==> config.mk <==
export PLATFORM = sky130hd
export DESIGN_NAME = radix_literal_to_binary
export DESIGN_NICKNAME = d
export VERILOG_FILES = /design/src/design/rlb_pkg.sv /design/src/design/rlb_char_stage.sv /design/src/design/rlb_finalize.sv /design/src/design/radix_literal_to_binary.sv
export SDC_FILE = /design/constraint.sdc
export NUM_CORES = 1
export LEC_CHECK = 0
export ABC_AREA = 1
export BUFFER_PORTS_ARGS = -buffer_cell sky130_fd_sc_hd__buf_2
export CORE_MARGIN = 2
export CORE_UTILIZATION = 61
export CTS_CLUSTER_DIAMETER = 80
export DETAILED_ROUTE_END_ITERATION = 12
export HOLD_SLACK_MARGIN = 0.05
export PLACE_DENSITY = 0.82
export REMOVE_ABC_BUFFERS = 1
export SYNTH_ARGS = -nofsm -noshare
export SYNTH_HDL_FRONTEND = slang
export SYNTH_HIERARCHICAL = 1
export SYNTH_SLANG_ARGS = --single-unit
export TNS_END_PERCENT = 1
==> constraint.sdc <==
create_clock -name clk -period 8.6 [get_ports clk]
set_input_delay 0.86 -clock clk [delete_from_list [all_inputs] [get_ports clk]]
set_output_delay 0.86 -clock clk [all_outputs]
set_load 0.02 [all_outputs]
==> src/design/rlb_pkg.sv <==
package rlb_pkg;

  // Accumulator and value width, and the highest legal instruction address.
  localparam int ValueBits = 40;
  localparam int AddrLimit = 1023;

  // Stream word widths.
  localparam int InDataW  = 96;
  localparam int OutDataW = 48;

  // Character codes that steer the parser.
  localparam logic [7:0] CharMinus = 8'h2D;
  localparam logic [7:0] CharZero  = 8'h30;
  localparam logic [7:0] CharNine  = 8'h39;
  localparam logic [7:0] CharA     = 8'h41;
  localparam logic [7:0] CharF     = 8'h46;
  localparam logic [7:0] CharB     = 8'h42;
  localparam logic [7:0] CharO     = 8'h4F;
  localparam logic [7:0] CharX     = 8'h58;

  typedef enum logic [1:0] {
    RADIX_DEC,
    RADIX_HEX,
    RADIX_OCT,
    RADIX_BIN
  } radix_t;

  typedef enum logic [2:0] {
    ST_OK,
    ST_DIGIT,
    ST_FORM,
    ST_RANGE,
    ST_OVER
  } status_t;

  // Code 3 is unused and behaves as value mode.
  typedef enum logic [1:0] {
    MODE_VALUE,
    MODE_ADDR,
    MODE_SIGNED
  } mode_t;

  // Parser state at the last character of a literal.
  typedef struct packed {
    logic [ValueBits-1:0]        acc;
    status_t                     err;
    mode_t                       mode;
    radix_t                      radix;
    logic                        minus;
    logic signed [ValueBits-1:0] bound_low;
    logic signed [ValueBits-1:0] bound_high;
  } snap_t;

endpackage

==> src/design/rlb_char_stage.sv <==
module rlb_char_stage (
  input  logic                                clk,
  input  logic                                rst,
  input  logic                                in_valid,
  output logic                                in_ready,
  input  logic [1:0]                          in_func,
  input  logic [7:0]                          in_char,
  input  logic                                in_last,
  input  logic signed [rlb_pkg::ValueBits-1:0] in_bound_low,
  input  logic signed [rlb_pkg::ValueBits-1:0] in_bound_high,
  output logic                                snap_valid,
  input  logic                                snap_ready,
  output rlb_pkg::snap_t                      snap
);

  localparam int VB = rlb_pkg::ValueBits;

  // Input register.
  logic                        a_valid;
  logic [1:0]                  a_func;
  logic [7:0]                  a_char;
  logic                        a_last;
  logic signed [VB-1:0]        a_bound_low;
  logic signed [VB-1:0]        a_bound_high;

  // Parser state.
  logic [1:0]                  char_position;
  rlb_pkg::radix_t             radix_select;
  logic                        minus_seen;
  rlb_pkg::mode_t              mode_latched;
  logic [VB-1:0]               accumulator;
  rlb_pkg::status_t            error_code;

  logic                        snap_take;
  logic                        a_adv;
  logic                        pos0;
  rlb_pkg::mode_t              mode_cur;
  logic                        is_dec;
  logic                        is_hex;
  logic [3:0]                  dval;
  logic                        d_ok;
  logic [VB+3:0]               acc_ext;
  logic [VB+3:0]               sum;
  logic                        ovf;
  logic                        take_minus;
  logic                        take_prefix;
  logic [1:0]                  char_position_next;
  rlb_pkg::radix_t             radix_next;
  logic                        minus_next;
  logic [VB-1:0]               accumulator_next;
  rlb_pkg::status_t            error_next;
  rlb_pkg::snap_t              snap_next;

  // Handshake: a word that is not last only updates state; a last word
  // also needs room in the snapshot register.
  assign snap_take = !snap_valid || snap_ready;
  assign a_adv     = a_valid && (!a_last || snap_take);
  assign in_ready  = !a_valid || a_adv;

  // Digit decode in the current radix.
  always_comb begin
    pos0     = (char_position == 2'd0);
    mode_cur = pos0 ? rlb_pkg::mode_t'(a_func) : mode_latched;
    is_dec   = (a_char >= rlb_pkg::CharZero) && (a_char <= rlb_pkg::CharNine);
    is_hex   = (radix_select == rlb_pkg::RADIX_HEX) &&
               (a_char >= rlb_pkg::CharA) && (a_char <= rlb_pkg::CharF);
    // '0'..'9' carry their value in the low nibble; 'A'..'F' need nine more.
    dval     = is_dec ? a_char[3:0] : (a_char[3:0] + 4'd9);
    d_ok     = (is_dec || is_hex) &&
               !((radix_select == rlb_pkg::RADIX_OCT) && (dval > 4'd7)) &&
               !((radix_select == rlb_pkg::RADIX_BIN) && (dval > 4'd1));
  end

  // Shift-add by the radix, with four guard bits to catch overflow.
  always_comb begin
    acc_ext = {4'b0, accumulator};
    unique case (radix_select)
      rlb_pkg::RADIX_DEC: sum = (acc_ext << 3) + (acc_ext << 1);
      rlb_pkg::RADIX_HEX: sum = acc_ext << 4;
      rlb_pkg::RADIX_OCT: sum = acc_ext << 3;
      rlb_pkg::RADIX_BIN: sum = acc_ext << 1;
    endcase
    sum = sum + {{VB{1'b0}}, dval};
    ovf = |sum[VB+3:VB];
  end

  // Next state for one character.
  always_comb begin
    take_minus  = pos0 && (a_char == rlb_pkg::CharMinus);
    take_prefix = (char_position == 2'd1) && (mode_cur != rlb_pkg::MODE_SIGNED) &&
                  !a_last && !minus_seen && (error_code == rlb_pkg::ST_OK) &&
                  (accumulator == '0) &&
                  ((a_char == rlb_pkg::CharX) || (a_char == rlb_pkg::CharO) ||
                   (a_char == rlb_pkg::CharB));

    radix_next       = radix_select;
    minus_next       = minus_seen;
    accumulator_next = accumulator;
    error_next       = error_code;

    priority if (take_minus) begin
      minus_next = 1'b1;
    end else if (take_prefix) begin
      if (a_char == rlb_pkg::CharX) begin
        radix_next = rlb_pkg::RADIX_HEX;
      end else if (a_char == rlb_pkg::CharO) begin
        radix_next = rlb_pkg::RADIX_OCT;
      end else begin
        radix_next = rlb_pkg::RADIX_BIN;
      end
    end else if (!d_ok) begin
      error_next = rlb_pkg::ST_DIGIT;
    end else if (error_code == rlb_pkg::ST_OK) begin
      if (ovf) begin
        error_next = rlb_pkg::ST_OVER;
      end else begin
        accumulator_next = sum[VB-1:0];
      end
    end

    char_position_next = (char_position < 2'd2) ? (char_position + 2'd1) : char_position;

    snap_next.acc        = accumulator_next;
    snap_next.err        = error_next;
    snap_next.mode       = mode_cur;
    snap_next.radix      = radix_next;
    snap_next.minus      = minus_next;
    snap_next.bound_low  = a_bound_low;
    snap_next.bound_high = a_bound_high;
  end

  // Input register control.
  always_ff @(posedge clk) begin
    if (rst) begin
      a_valid <= 1'b0;
    end else if (in_ready) begin
      a_valid <= in_valid;
    end
  end

  // Input register payload.
  always_ff @(posedge clk) begin
    if (in_valid && in_ready) begin
      a_func       <= in_func;
      a_char       <= in_char;
      a_last       <= in_last;
      a_bound_low  <= in_bound_low;
      a_bound_high <= in_bound_high;
    end
  end

  // Parser state; it starts over after every last character.
  always_ff @(posedge clk) begin
    if (rst) begin
      char_position <= 2'd0;
      radix_select  <= rlb_pkg::RADIX_DEC;
      minus_seen    <= 1'b0;
      mode_latched  <= rlb_pkg::MODE_VALUE;
      accumulator   <= '0;
      error_code    <= rlb_pkg::ST_OK;
    end else if (a_adv) begin
      if (a_last) begin
        char_position <= 2'd0;
        radix_select  <= rlb_pkg::RADIX_DEC;
        minus_seen    <= 1'b0;
        mode_latched  <= rlb_pkg::MODE_VALUE;
        accumulator   <= '0;
        error_code    <= rlb_pkg::ST_OK;
      end else begin
        char_position <= char_position_next;
        radix_select  <= radix_next;
        minus_seen    <= minus_next;
        mode_latched  <= mode_cur;
        accumulator   <= accumulator_next;
        error_code    <= error_next;
      end
    end
  end

  // Snapshot register toward the result stage.
  always_ff @(posedge clk) begin
    if (rst) begin
      snap_valid <= 1'b0;
    end else if (snap_take) begin
      snap_valid <= a_adv && a_last;
    end
  end

  always_ff @(posedge clk) begin
    if (snap_take && a_adv && a_last) begin
      snap <= snap_next;
    end
  end

endmodule

==> src/design/rlb_finalize.sv <==
module rlb_finalize (
  input  logic                          clk,
  input  logic                          rst,
  input  logic                          snap_valid,
  output logic                          snap_ready,
  input  rlb_pkg::snap_t                snap,
  output logic                          res_valid,
  input  logic                          res_ready,
  output logic [rlb_pkg::ValueBits-1:0] res_value,
  output rlb_pkg::status_t              res_status
);

  localparam int VB = rlb_pkg::ValueBits;

  logic [VB-1:0]        acc_neg;
  logic [VB-1:0]        val;
  logic signed [VB:0]   mag;
  logic signed [VB:0]   n;
  logic signed [VB:0]   lo;
  logic signed [VB:0]   hi;
  logic                 too_big;
  rlb_pkg::status_t     st;

  assign snap_ready = !res_valid || res_ready;

  // Signed views of the value and the bounds, one bit wider.
  always_comb begin
    acc_neg = '0 - snap.acc;
    mag     = $signed({1'b0, snap.acc});
    n       = snap.minus ? -mag : mag;
    lo      = $signed({snap.bound_low[VB-1], snap.bound_low});
    hi      = $signed({snap.bound_high[VB-1], snap.bound_high});
    // Signed fit: the magnitude may reach 2^(VB-1) only when negative.
    too_big = snap.acc[VB-1] && !(snap.minus && (snap.acc[VB-2:0] == '0));
  end

  // Final checks per mode.
  always_comb begin
    st  = snap.err;
    val = '0;
    unique case (snap.mode)
      rlb_pkg::MODE_ADDR: begin
        if (snap.radix == rlb_pkg::RADIX_DEC) begin
          st = rlb_pkg::ST_FORM;
        end else if ((st == rlb_pkg::ST_OK) &&
                     (snap.acc > VB'(rlb_pkg::AddrLimit))) begin
          st = rlb_pkg::ST_RANGE;
        end
        val = snap.acc;
      end
      rlb_pkg::MODE_SIGNED: begin
        if ((st == rlb_pkg::ST_OK) && too_big) begin
          st = rlb_pkg::ST_OVER;
        end else if ((st == rlb_pkg::ST_OK) && ((n < lo) || (n > hi))) begin
          st = rlb_pkg::ST_RANGE;
        end
        val = snap.minus ? acc_neg : snap.acc;
      end
      default: begin
        // Value mode, and the unused mode code.
        val = snap.minus ? acc_neg : snap.acc;
      end
    endcase
  end

  // Result register.
  always_ff @(posedge clk) begin
    if (rst) begin
      res_valid <= 1'b0;
    end else if (snap_ready) begin
      res_valid <= snap_valid;
    end
  end

  always_ff @(posedge clk) begin
    if (snap_ready && snap_valid) begin
      res_value  <= (st == rlb_pkg::ST_OK) ? val : '0;
      res_status <= st;
    end
  end

endmodule

==> src/design/radix_literal_to_binary.sv <==
// Number literal parser. Characters of a literal arrive one per word on the
// s_ channel; s_tlast marks the final character. Prefixes 0X, 0O and 0B pick
// hex, octal or binary, otherwise the literal is decimal with an optional
// leading minus. The mode in the first word selects value conversion,
// instruction address or bounded signed decimal.
// One result word per literal leaves on the m_ channel: the 40-bit value and
// a status code (ok, invalid digit, wrong form, out of range, overflow).
// Throughput is one character per clock while results are taken; the parser
// state is updated by one shift-add per character, so characters may follow
// back to back. The result of a last character moves from the input register
// into the snapshot register and then into the result register.
// Reset clears all valid flags and the parser state; no result is pending
// after reset. When m_tready is low the result is held, the pipeline fills,
// and s_tready drops only once a last character cannot move on.
module radix_literal_to_binary (
  input  logic                          clk,
  input  logic                          rst,
  input  logic                          s_tvalid,
  output logic                          s_tready,
  // [1:0] func, [9:2] char_code, [49:10] bound_low, [89:50] bound_high, rest 0
  input  logic [rlb_pkg::InDataW-1:0]   s_tdata,
  input  logic                          s_tlast,
  output logic                          m_tvalid,
  input  logic                          m_tready,
  // [39:0] value, [42:40] status, rest 0
  output logic [rlb_pkg::OutDataW-1:0]  m_tdata
);

  localparam int VB = rlb_pkg::ValueBits;

  logic                 snap_valid;
  logic                 snap_ready;
  rlb_pkg::snap_t       snap;
  logic [VB-1:0]        res_value;
  rlb_pkg::status_t     res_status;

  // Character stage: input register and parser state.
  rlb_char_stage u_char (
    .clk           (clk),
    .rst           (rst),
    .in_valid      (s_tvalid),
    .in_ready      (s_tready),
    .in_func       (s_tdata[1:0]),
    .in_char       (s_tdata[9:2]),
    .in_last       (s_tlast),
    .in_bound_low  ($signed(s_tdata[10 +: VB])),
    .in_bound_high ($signed(s_tdata[10+VB +: VB])),
    .snap_valid    (snap_valid),
    .snap_ready    (snap_ready),
    .snap          (snap)
  );

  // Result stage: mode checks and output register.
  rlb_finalize u_fin (
    .clk        (clk),
    .rst        (rst),
    .snap_valid (snap_valid),
    .snap_ready (snap_ready),
    .snap       (snap),
    .res_valid  (m_tvalid),
    .res_ready  (m_tready),
    .res_value  (res_value),
    .res_status (res_status)
  );

  // Output word packing.
  assign m_tdata = {(rlb_pkg::OutDataW - VB - 3)'(0), res_status, res_value};

endmodule

==> results of run 1 <==
## cells in the mapped netlist, types with 19 or more instances
master	number	share of area (%)
nand4_1	74	2.2
edfxtp_1	262	38
nand2_1	784	14
nor3_1	24	0.58
xor2_1	66	2.8
nor2_1	242	4.4
clkbuf_1	29	0.52
a21oi_1	137	3.3
inv_1	428	7.7
dfxtp_1	53	5.1
nand3_1	150	3.6
o21ai_0	70	1.7
buf_2	19	0.46
nor2_2	28	0.84
ha_1	131	7.9
## logic make-up (layout without fill, tap and decap cells)
kind of cell / count (synthesis) / count (layout)
AOI/OAI and AO/OA: 270 / 270
xor gates and xnor gates: 73 / 73
adders and majority gates: 133 / 133
buffers and inverters: 501 / 640
DFF: 315 / 315
muxes: 18 / 18
other: 1 / 5
and+or+nand+nor: 1357 / 1357
## worst max-delay path: cells and delay by family (launching register included)
kind	cells	cell delay [ns]
buf+inv	3	1.16
compound gates	2	0.24
flops	1	0.53
simple gates	20	3.44
fa+ha+maj	1	0.35
## worst max-delay path by stage
| stage | cells past startpoint | start | to |
|---|---|---|---|
| global placement | 26 | u_char/radix_select[1] | u_char/accumulator[2] |
| detailed placement | 26 | u_char/radix_select[1] | u_char/accumulator[36] |
| floorplan | 25 | u_char/radix_select[1] | u_char/accumulator[14] |
| finish | 26 | u_char/radix_select[1] | u_char/accumulator[36] |
| CTS | 26 | u_char/radix_select[1] | u_char/accumulator[32] |
| global route | 25 | u_char/radix_select[0] | u_char/accumulator[39] |
## cell type report
cell class                 instances  area share, %
clock inverter                    19           1.05
timing repair buffer             150           3.41
tap                              448           2.46
clock buffer                      37           3.63
inverter                         434           7.16
multi-input combinational       1856           43.2
sequential                       315           39.1
## sequential cells by signal (all words and copies together) (netlist names), 2 cells and up
| name | flops |
|---|---|
| u_char/accumulator | 40 |
| u_char/snap | 128 |
| u_char/a_func | 2 |
| u_char/a_bound_high | 40 |
| u_char/radix_select | 2 |
| u_char/a_char | 8 |
| u_char/char_position | 2 |
| u_char/error_code | 3 |
| u_fin/res_status | 3 |
| u_char/mode_latched | 2 |
| u_char/a_bound_low | 40 |
| u_fin/res_value | 40 |
## metrics by stage
| stage | total power, mW | std cells | hold WS, ns | util (%) | cell area [sq um] |
|---|---|---|---|---|---|
| after floorplan | 1.90 | 2605 | 0.400 | - | 20400 |
| after global placement | 1.97 | 3203 | 0.401 | 64.9 | 21800 |
| after detailed placement | 1.99 | 3203 | 0.405 | 64.9 | 21800 |
| after CTS | 3.38 | 3259 | 0.415 | 68.1 | 22800 |
| after global routing | 3.46 | 3259 | 0.421 | 68.1 | 22800 |
| final | 3.38 | 3259 | 0.412 | 68.1 | 22800 |
## power by group through the flow
stage          Sequential (mW)  Combinational, mW  Clock [mW]
6_report                  1.73              0.238        1.41
5_1_grt                   1.74              0.259        1.47
4_1_cts                   1.73              0.233        1.42
3_5_place_dp              1.77              0.224           0
3_3_place_gp              1.76              0.210           0
2_1_floorplan             1.76              0.136           0
## metal layers
metal	global-route usage (%)	vias up	part of all wire (%)
li1	-	8964	-
met1	42.3	8582	40
met2	57.2	1005	48
met3	3.50	143	8.3
met4	10.4	2	3.4
met5	0	-	0.022
==> reports/metrics.yaml, run 1 <==
ys_async_sr_fraction_pct: 0
fin_nets: 3021
ys_ff_latch: 315
hold_path.class: "flop to flop"
ys.flop_type: "edfxtp_1"
syn_avg_cell_area_sq_um: 7.77
vias: 18696
synth_top_family_by_area: "simple AND/OR/NAND/NOR gates"
area_delta_synth_final_pct: 10.1
cts_max_level: 1
cts_buffer_depth: 3
ys_seq_area_share_pct: 43.0
die_area_sq_mm: 0.0355
rows: 67
syn_area_sq_mm: 0.0207
grt_max_degree: 82
crit_path_end_kind: "flop"
clkSinkCount: 315
worstPathRequired_ns: 8.99
post-cts-setup-buffers: 0
slew_headroom_pct: 22.0
ctsResizeCount: 0
dieWidth_microns: 188
dp_hpwl_microns: 43400
ys.warnings.count: 6
antenna_found_initial: 1
r2r_slack_ns: 2.65
p_int_mw: 2.62
wirelength_microns: 58900
powerDensity_mw_per_mm2: 148
finalSetupViolations: 0
critPathKind: "flop to flop"
multi_input_area_sq_mm: 0.00986
fillers: 2620
period_minus_slack_ns: 5.95
clk_latency_ns: 0.56
timing.rr.start: "u_char/radix_select[1]"
synth_edf_count: 262
grt_pass1_vias: 17824
start_util_pct: 61.9
p_leak_nw: 10.6
cts_tree: "built"
dieHeight_microns: 188
routabilityCongestion: 0.978
drc: 0
diodes: 0
worstMarginPinSlew_ns: 1.17
pwr-share-seq_pct: 51.3
io_pins: 151
rsz0062_at_grt: "no"
hp-start: "u_char/a_bound_low[10]"
drtAntennaViolNets: 0
max_stage_delay_ns: 0.80
io_buffers: 139
worstPathMaxFanout: 49
yosys.area_share.simple_pct: 28.0
cts_buffers: 30
place_ws_ns: 2.79
p_sw_share_pct: 22.4
muxShareOfSynthArea_pct: 0.869
avgViaCountPerCell: 5.74
gr-total-overflow: 0
setup_ws_ns: 2.65
cp.arrival_ns: 6.34
synth_adder_area_share_pct: 8.09
status: "complete, no violations"
min_delay_worst_endpoint: "u_char/snap[50]"
finClkSkew_ns: 0.0250
path_clk_slew_ns: 0.07
slowest_stage: "nand3_2"
maxCapViolCount: 0
final.period_utilization_pct: 69.2
clock-root-buffer: "clkbuf_16"
drive_gt1_share_pct: 9.64
hold_depth: 0
max_freq_ghz: 0.168
synth_cell_types: 51
combPwrFrac_pct: 7.1
fin_tns_setup_ns: 0
irDropWorstVdd_mv: 0.194
drt_pass1_iterations: 8
synth_compound_area_share_pct: 7.33
hold_buffers: 0
mostFrequentLayoutCells: "nand2_1, inv_1, edfxtp_1, nor2_1, nand3_1"
regArea_sq_mm: 0.00893
hold_viol: 0
synth_cells: 2668
synth_xor_area_share_pct: 3.08
drt_first_iter_violations: 2004
slew_viol_final: 0
worstRegToRegCells: 26
startpoint_type: "flop"
grt_pass1_wl_microns: 92300
rr_endpoint: "u_char/accumulator[36]"
core-area_sq_mm: 0.0335
final_common_cell: "nand2_1"
grt_use_total_pct: 32.5
timing.critical_path.mode_cell: "nand3_1"
wl_per_cell_microns: 18.1
power_switching_uw: 757
clockPowerShare_pct: 41.6
No activity file was read; power rests on OpenSTA's default activity.
==> run 2: changes to the inputs <==
--- a/config.mk
+++ b/config.mk
@@ -5,14 +5,14 @@
 export SDC_FILE = /design/constraint.sdc
 export NUM_CORES = 1
 export LEC_CHECK = 0
-export ABC_AREA = 1
+export ABC_AREA = 0
 export BUFFER_PORTS_ARGS = -buffer_cell sky130_fd_sc_hd__buf_2
 export CORE_MARGIN = 2
-export CORE_UTILIZATION = 61
+export CORE_UTILIZATION = 56
 export CTS_CLUSTER_DIAMETER = 80
 export DETAILED_ROUTE_END_ITERATION = 12
 export HOLD_SLACK_MARGIN = 0.05
-export PLACE_DENSITY = 0.82
+export PLACE_DENSITY = 0.79
 export REMOVE_ABC_BUFFERS = 1
 export SYNTH_ARGS = -nofsm -noshare
 export SYNTH_HDL_FRONTEND = slang
==> constraint.sdc (replaced) <==
create_clock -name clk -period 5.2 [get_ports clk]
set_input_delay 0.52 -clock clk [delete_from_list [all_inputs] [get_ports clk]]
set_output_delay 0.52 -clock clk [all_outputs]
set_load 0.02 [all_outputs]
==> run 2 against run 1 <==
  * Sequential power increased by 66%
  * Setup slack got worse by 2.6 ns
  * Area after synthesis decreased by 4.9%
  * Global-route usage decreased by 1.5 points
  * Count of clock-buffer cells in the layout increased by 2
  * Clock power increased by 89%
  * Critical path type unchanged
==> reports/metrics.yaml, run 2 <==
cts_max_level: 2
status: "complete, no violations"
cts_buffers: 34
io_buffers: 139
die_area_sq_mm: 0.0367
cp.arrival_ns: 5.51
ys.warnings.count: 6
drive_gt1_share_pct: 21.4
gr-total-overflow: 0
dp_hpwl_microns: 43000
critPathKind: "flop to flop"
rsz0062_at_grt: "yes"
max_freq_ghz: 0.195
grt_use_total_pct: 31.0
io_pins: 151
finClkSkew_ns: 0.0389
synth_cells: 1912
multi_input_area_sq_mm: 0.0101
clock-root-buffer: "clkbuf_16"
largest_register_ffs: 128
fin_nets: 2367
area_delta_synth_final_pct: 16.9
finalSetupViolations: 0
drt_first_iter_violations: 1608
fillers: 2565
clk_latency_ns: 0.54
dieHeight_microns: 192
mostFrequentLayoutCells: "edfxtp_1, nand2_1, nor2_1, buf_2, ha_1"
drc: 0
hold_viol: 0
core-area_sq_mm: 0.0346
drt_pass1_iterations: 6
cts_buffer_depth: 3
yosys.area.top_type_share_pct: 39.9
irDropWorstVdd_mv: 0.338
final.period_utilization_pct: 98.8
hp-start: "s_tdata[70]"
grt_pass1_wl_microns: 88100
hold_buffers: 0
cp-startpoint: "u_char/snap[88]"
synth_most_common_cell: "edfxtp_1"
path_clk_slew_ns: 0.08
yosys.area.top_type: "edfxtp_1"
avgViaCountPerCell: 6.27
grt_max_degree: 81
cts_tree: "built"
final_common_cell: "edfxtp_1"
period_minus_slack_ns: 5.14
hold_path.class: "input pin to flop"
crit_path_end_kind: "flop"
clkSinkCount: 315
ys.flop_type: "edfxtp_1"
synth_edf_count: 262
wirelength_microns: 58300
ys_async_sr_fraction_pct: 0
grt_pass1_vias: 15882
p_leak_nw: 9.13
start_util_pct: 57.0
rows: 68
worstPathMaxFanout: 6
regArea_sq_mm: 0.00893
slew_headroom_pct: 30.9
maxCapViolCount: 0
powerDensity_mw_per_mm2: 260
synth_cell_types: 97
post-route-util_pct: 66.6
top_register: "u_char/snap"
worstMarginPinSlew_ns: 1.04
worstPathRequired_ns: 5.58
yosys-top-cells-area: "edfxtp_1, ha_1, dfxtp_1"
timing.rr.start: "u_char/snap[88]"
routabilityCongestion: 0.984
ys_ff_latch: 315
dieWidth_microns: 192
wl_per_cell_microns: 22.3
diodes: 0
report.power.total_mw: 5.99
antenna_found_initial: 0
drtAntennaViolNets: 0
synth_common_cells: "edfxtp_1, nand2_1, nor2_1"
startpoint_type: "flop"
syn_area_sq_mm: 0.0197
vias: 16378
slew_viol_final: 0
ys_seq_area_share_pct: 45.3
syn_avg_cell_area_sq_um: 10.3
## run 2: cell types whose count changed after synthesis, moves of 41 or more
cell and change:
a22o_1 +41, inv_1 -309, nor2_1 -90, mux2_2 +48, nand3_1 -109, xnor2_1 +76, nand2_1 -628
## run 2: metrics by stage
stage                     std cells  setup WS [ns]  hold slack (ns)  instance area (sq um)  setup TNS [ns]
after floorplan                1821          -2.45            0.400                  19300         -264.19
after global placement         2546         -0.105            0.404                  21600           -3.61
after detailed placement       2546         -0.225            0.405                  21600           -7.35
after CTS                      2607        0.00969            0.168                  22900               0
after global routing           2613        -0.0849            0.163                  23100           -1.95
final                          2613         0.0634            0.164                  23100               0
## run 2: logic make-up (layout without fill, tap and decap cells)
family	Yosys count	count (layout)	share of synthesized area, %
simple gates	583	583	14.8
compound gates	460	461	16.4
flops	315	315	45.3
buf+inv	214	455	4.66
fa+ha+maj	133	133	8.51
xor+xnor	122	122	5.42
mux	84	84	4.95
other cells	1	5	0.0190
## run 2: layout make-up
type	count	share of cell area, %
timing repair buffer	275	7.73
clock buffer	39	3.86
multi-input combinational	1388	43.8
clock inverter	22	1.47
inverter	119	1.94
tap	455	2.47
sequential	315	38.7
## run 2: critical path, stage by stage, from the launching register on
cell      delay, ns
edfxtp_1       0.40
inv_2          0.10
ha_4           0.14
nor4b_4        0.19
nand4_1        0.26
or4_4          0.61
or3_4          0.35
or3_4          0.37
o31ai_4        0.21
xnor2_2        0.17
ha_1           0.30
a21oi_2        0.17
o221ai_2       0.13
or4_1          0.52
a31oi_1        0.18
a31oi_1        0.07
a211oi_2       0.17
buf_4          0.19
o21ai_4        0.12
buf_4          0.21
nor2_1         0.12
## run 2: path summary, 6_finish.rpt
kind	endpoint	slack, ns	cells after the start
setup / recovery	u_fin/res_value[37]	0.06	20
hold / removal	u_char/a_bound_high[20]	0.16	1
setup reg to reg	u_fin/res_value[37]	0.06	20
hold reg to reg	u_char/snap[2]	0.41	0
## run 2: power by group
group / switching (mW) / internal [mW]
sequential: 0.0455 / 2.83
clock: 1.03 / 1.64
combinational: 0.273 / 0.168
total: 1.34 / 4.65
## run 2: metal layers
layer  global-route usage [%]  routed length [microns]  vias up
met4                     13.8                     2960        0
met5                        0                        0        -
met1                     41.3                    23800     7877
met2                     50.9                    27200      801
li1                         -                        -     7569
met3                     3.96                     4410      131
## run 2: repair_timing
item                       4_1_cts  5_1_grt
gates cloned                     0        1
setup endpoints to repair       41      121
setup buffers                    0        5
pin swaps                        2        9
gates resized for setup          7       37
